File: src/rtl/cluster_score_outer_product_sum_macros.svh
// ---------------------------------------------------------------------------
// Assertion macros for the cluster score outer-product sum block
// Both macros sample on the rising edge of clk and are switched off in reset.
// ---------------------------------------------------------------------------
`ifndef CLUSTER_SCORE_OUTER_PRODUCT_SUM_MACROS_SVH
`define CLUSTER_SCORE_OUTER_PRODUCT_SUM_MACROS_SVH

// Same-cycle implication.
`define CSOPS_ASSERT_NOW(label, ante, cons, msg) \
  label: assert property (@(posedge clk) disable iff (!rst_n) (ante) |-> (cons)) \
    else $error(msg);

// Next-cycle implication.
`define CSOPS_ASSERT_NEXT(label, ante, cons, msg) \
  label: assert property (@(posedge clk) disable iff (!rst_n) (ante) |=> (cons)) \
    else $error(msg);

`endif

File: src/rtl/csops_pkg.sv
// ---------------------------------------------------------------------------
// csops_pkg
// Word types and fixed widths of the cluster score outer-product sum block.
// ---------------------------------------------------------------------------
`default_nettype none

package csops_pkg;

  localparam int unsigned X_W     = 16;
  localparam int unsigned SCORE_W = 32;
  localparam int unsigned SUM_W   = 64;
  localparam int unsigned CNT_W   = 3;
  localparam int unsigned K_W     = 4;
  localparam logic [K_W-1:0] K_RESET = 4'd8;

  typedef struct packed {
    logic signed [X_W-1:0] x_value;
    logic signed [X_W-1:0] residual;
    logic                  end_of_row;
    logic                  end_of_cluster;
    logic                  end_of_data;
  } in_word_t;

  typedef struct packed {
    logic [CNT_W-1:0]        row_index;
    logic [CNT_W-1:0]        col_index;
    logic signed [SUM_W-1:0] entry_value;
    logic                    last_entry;
  } out_word_t;

endpackage

`default_nettype wire

File: src/rtl/csops_mul.sv
// ---------------------------------------------------------------------------
// csops_mul
// Shared signed 32 x 32 multiplier with a registered 64-bit product.
// ---------------------------------------------------------------------------
`default_nettype none

module csops_mul
  import csops_pkg::*;
(
  input  wire logic                      clk,
  input  wire logic signed [SCORE_W-1:0] op_a,
  input  wire logic signed [SCORE_W-1:0] op_b,
  output logic signed [SUM_W-1:0]        prod
);

  logic signed [SUM_W-1:0] prod_r;

  always_ff @(posedge clk) begin
    prod_r <= op_a * op_b;
  end

  assign prod = prod_r;

endmodule

`default_nettype wire

File: config.mk
export PLATFORM = sky130hd
export DESIGN_NAME = csops_mul
export DESIGN_NICKNAME = d
export VERILOG_FILES = /design/src/rtl/cluster_score_outer_product_sum_macros.svh /design/src/rtl/csops_pkg.sv /design/src/rtl/csops_mul.sv
export SDC_FILE = /design/constraint.sdc
export NUM_CORES = 2
export LEC_CHECK = 0
export ABC_AREA = 0
export BUFFER_PORTS_ARGS = -buffer_cell sky130_fd_sc_hd__buf_2
export CORE_AREA = 2 2 330 332
export CTS_BUF_LIST = sky130_fd_sc_hd__clkbuf_4 sky130_fd_sc_hd__clkbuf_8
export CTS_CLUSTER_SIZE = 14
export DETAILED_ROUTE_END_ITERATION = 8
export DIE_AREA = 0 0 332 334
export PLACE_DENSITY_LB_ADDON = 0.15
export SYNTH_ARGS = -nofsm -noshare
export SYNTH_HDL_FRONTEND = slang
export SYNTH_SLANG_ARGS = --single-unit
export TNS_END_PERCENT = 30
File: constraint.sdc
create_clock -name clk -period 16.9 [get_ports clk]
set_clock_uncertainty 0.2 [all_clocks]
set_input_delay 4.225 -clock clk [delete_from_list [all_inputs] [get_ports clk]]
set_output_delay 4.225 -clock clk [all_outputs]
set_load 0.05 [all_outputs]
==> flow_summary_export.csv <==
group,metric,value,unit
critical_path,slowest_delay,850,ps
global_route,grt_pass1_vias,28500,
logic_synthesis,ys_types,63,
placement,io_buffers,128,
critical_path,crit_type,"in -> reg",
sta,slew_violations,0,
logic_synthesis,yosysSeqAreaShare,0.0344,
layout,multiInputGateArea,0.0316,mm2
clock_network,clockRootBuffer,"clkbuf_8",
drt,drcViolationCount,0,
critical_path,path_delay_family,"adder cells",
global_route,grt_max_degree,33,
sta,final-hold-violation-count,0,
layout,layout.cells.most_common,"fa_1",
run,cap_violations,0,
drt,drt_pass1_iterations,5,
clock_network,numCtsBuffers,9,
hold_path,hold_class,"in -> reg",
clock_network,clock_path_buffers,2,
floorplan,fp.dieW,332,um
drt,ant_nets,0,
critical_path,cp.required,17140,ps
layout,num-nets-final,5186,
layout,syn_to_final_growth,5.64,%
drt,num_vias,25000,
sta,max_freq,78.2,MHz
global_route,gr-total-overflow,0,
critical_path,path_buf_inv,8,
sta,finalSetupViolCount,0,
clock_network,cts.sinks,64,
logic_synthesis,netlist_instances,3884,
critical_path,path_max_fanout,32,
global_route,grt_util_all_layers,0.209,
layout,layout_common_cells,"fa_1 (1082), inv_1 (952), and2_1 (516)",
sta,slew_headroom,0.261,
critical_path,crit_top_cell,"fa_1",
floorplan,fp-row-count,121,
logic_synthesis,synth-edff-count,0,
layout,seqCellArea,0.00128,mm2
logic_synthesis,synth_area_per_cell,9.59,um2
floorplan,ios,129,
placement,hpwl,87400,um
clock_network,post_cts_resized,0,
clock_network,post_cts_buffers,0,
logic_synthesis,async_flop_share,0,
drt,wl,109000,um
logic_synthesis,ys.flop_type,"dfxtp_1",
layout,nFillCells,11100,
clock_network,ctsHoldBuffers,0,
sta,rsz0062_at_grt,"no",
placement,place_congestion,0.833,
layout,largest_reg_flops,64,
floorplan,core_area,0.108,mm2
floorplan,start_util,0.345,
clock_network,h-tree-depth,3,
drt,vias_per_cell,4.74,
global_route,grt_pass1_wl,175000,um
clock_network,cts_tree,"done",
global_route,antenna_found_initial,7,
critical_path,cp.arrival,13030,ps
critical_path,cp_slowest_cell,"fa_1",
drt,wl_per_cell,20.7,um
sta,tightest_slew,1110,ps
sta,fin_crit,12790,ps
run_status,status,"complete, no violations",
logic_synthesis,synth_nets,5215,
layout,drive_gt1_frac,0.0513,
logic_synthesis,synth_seq_cells,64,
drt,drt_iter0_markers,1086,
sta,setup_tns,0,ps
floorplan,die_y,334,um
sta,post-route-period-util,0.757,
floorplan,die_area,0.111,mm2
logic_synthesis,syn_area,0.0372,mm2
clock_network,clkTransAtPathRegs,110,ps
logic_synthesis,ys_warn_count,0,
critical_path,crit_path_start_kind,"primary input",
critical_path,endpoint_kind,"flip-flop",
## per-layer routing
layer / global-route usage / up-vias / wire, um
met5: 0 / - / 54
met4: 0.0536 / 8 / 2780
met3: 0.0216 / 94 / 3370
met2: 0.372 / 423 / 56800
met1: 0.271 / 13500 / 46500
li1: - / 11000 / -
## area by class of cell
type                    count  area share
repair buffers            160      0.0224
diodes                      4    0.000254
multi-input cells        2668       0.804
well taps                1414      0.0450
inverters                 952      0.0908
clock buffers              12     0.00388
flip-flops and latches     64      0.0326
clock inverters             3     0.00108
## worst min-delay path, cell delays in order
cell and delay, ps:
buf_2 90, buf_4 260, and2_1 200
## kinds of logic after synthesis
logic type | Yosys count | synth area share
XOR/XNOR | 75 | 0.0176
AO/OA/AOI/OAI | 193 | 0.0346
buffers and inverters | 1152 | 0.116
AND/OR/NAND/NOR | 1134 | 0.154
flip-flops | 64 | 0.0344
adder cells (fa/ha/maj) | 1266 | 0.643
## cells in the mapped netlist (all sizes together), types with 7 or more instances
master	number	area [um2]
a211oi	8	87.6
a21o	25	190
a21oi	68	340
a31oi	13	96.3
and2	516	3230
and3	9	62.6
clkbuf	195	732
dfxtp	64	1280
fa	1082	21700
ha	184	2300
inv	952	3570
nand2	511	1920
nand2b	9	56.3
nand3	15	75.1
nand4	7	43.8
nor2	42	158
nor3	7	40.0
o21ai	31	163
o21bai	15	113
o31ai	7	66.3
xnor2	53	464
xor2	22	193
## per-stage QoR
step	worst slack (ps)	util	instances	area (um2)	hold slack [ps]
2_1_floorplan	5210	-	3884	37200	4150
3_3_place_gp	3500	0.363	5258	39100	4490
3_5_place_dp	3490	0.363	5258	39100	4490
4_1_cts	3990	0.365	5273	39300	4100
5_1_grt	3660	0.365	5274	39300	4140
6_report	4110	0.365	5277	39300	4140
## final timing paths
| check | start | end | cells past startpoint |
|---|---|---|---|
| hold / removal | op_a[0] | prod[0] | 3 |
| setup / recovery | op_a[31] | prod[63] | 26 |
Power is left out: the tool's default activity adds up to more than one toggle a clock period on the data nets, which glitch-free logic cannot reach.
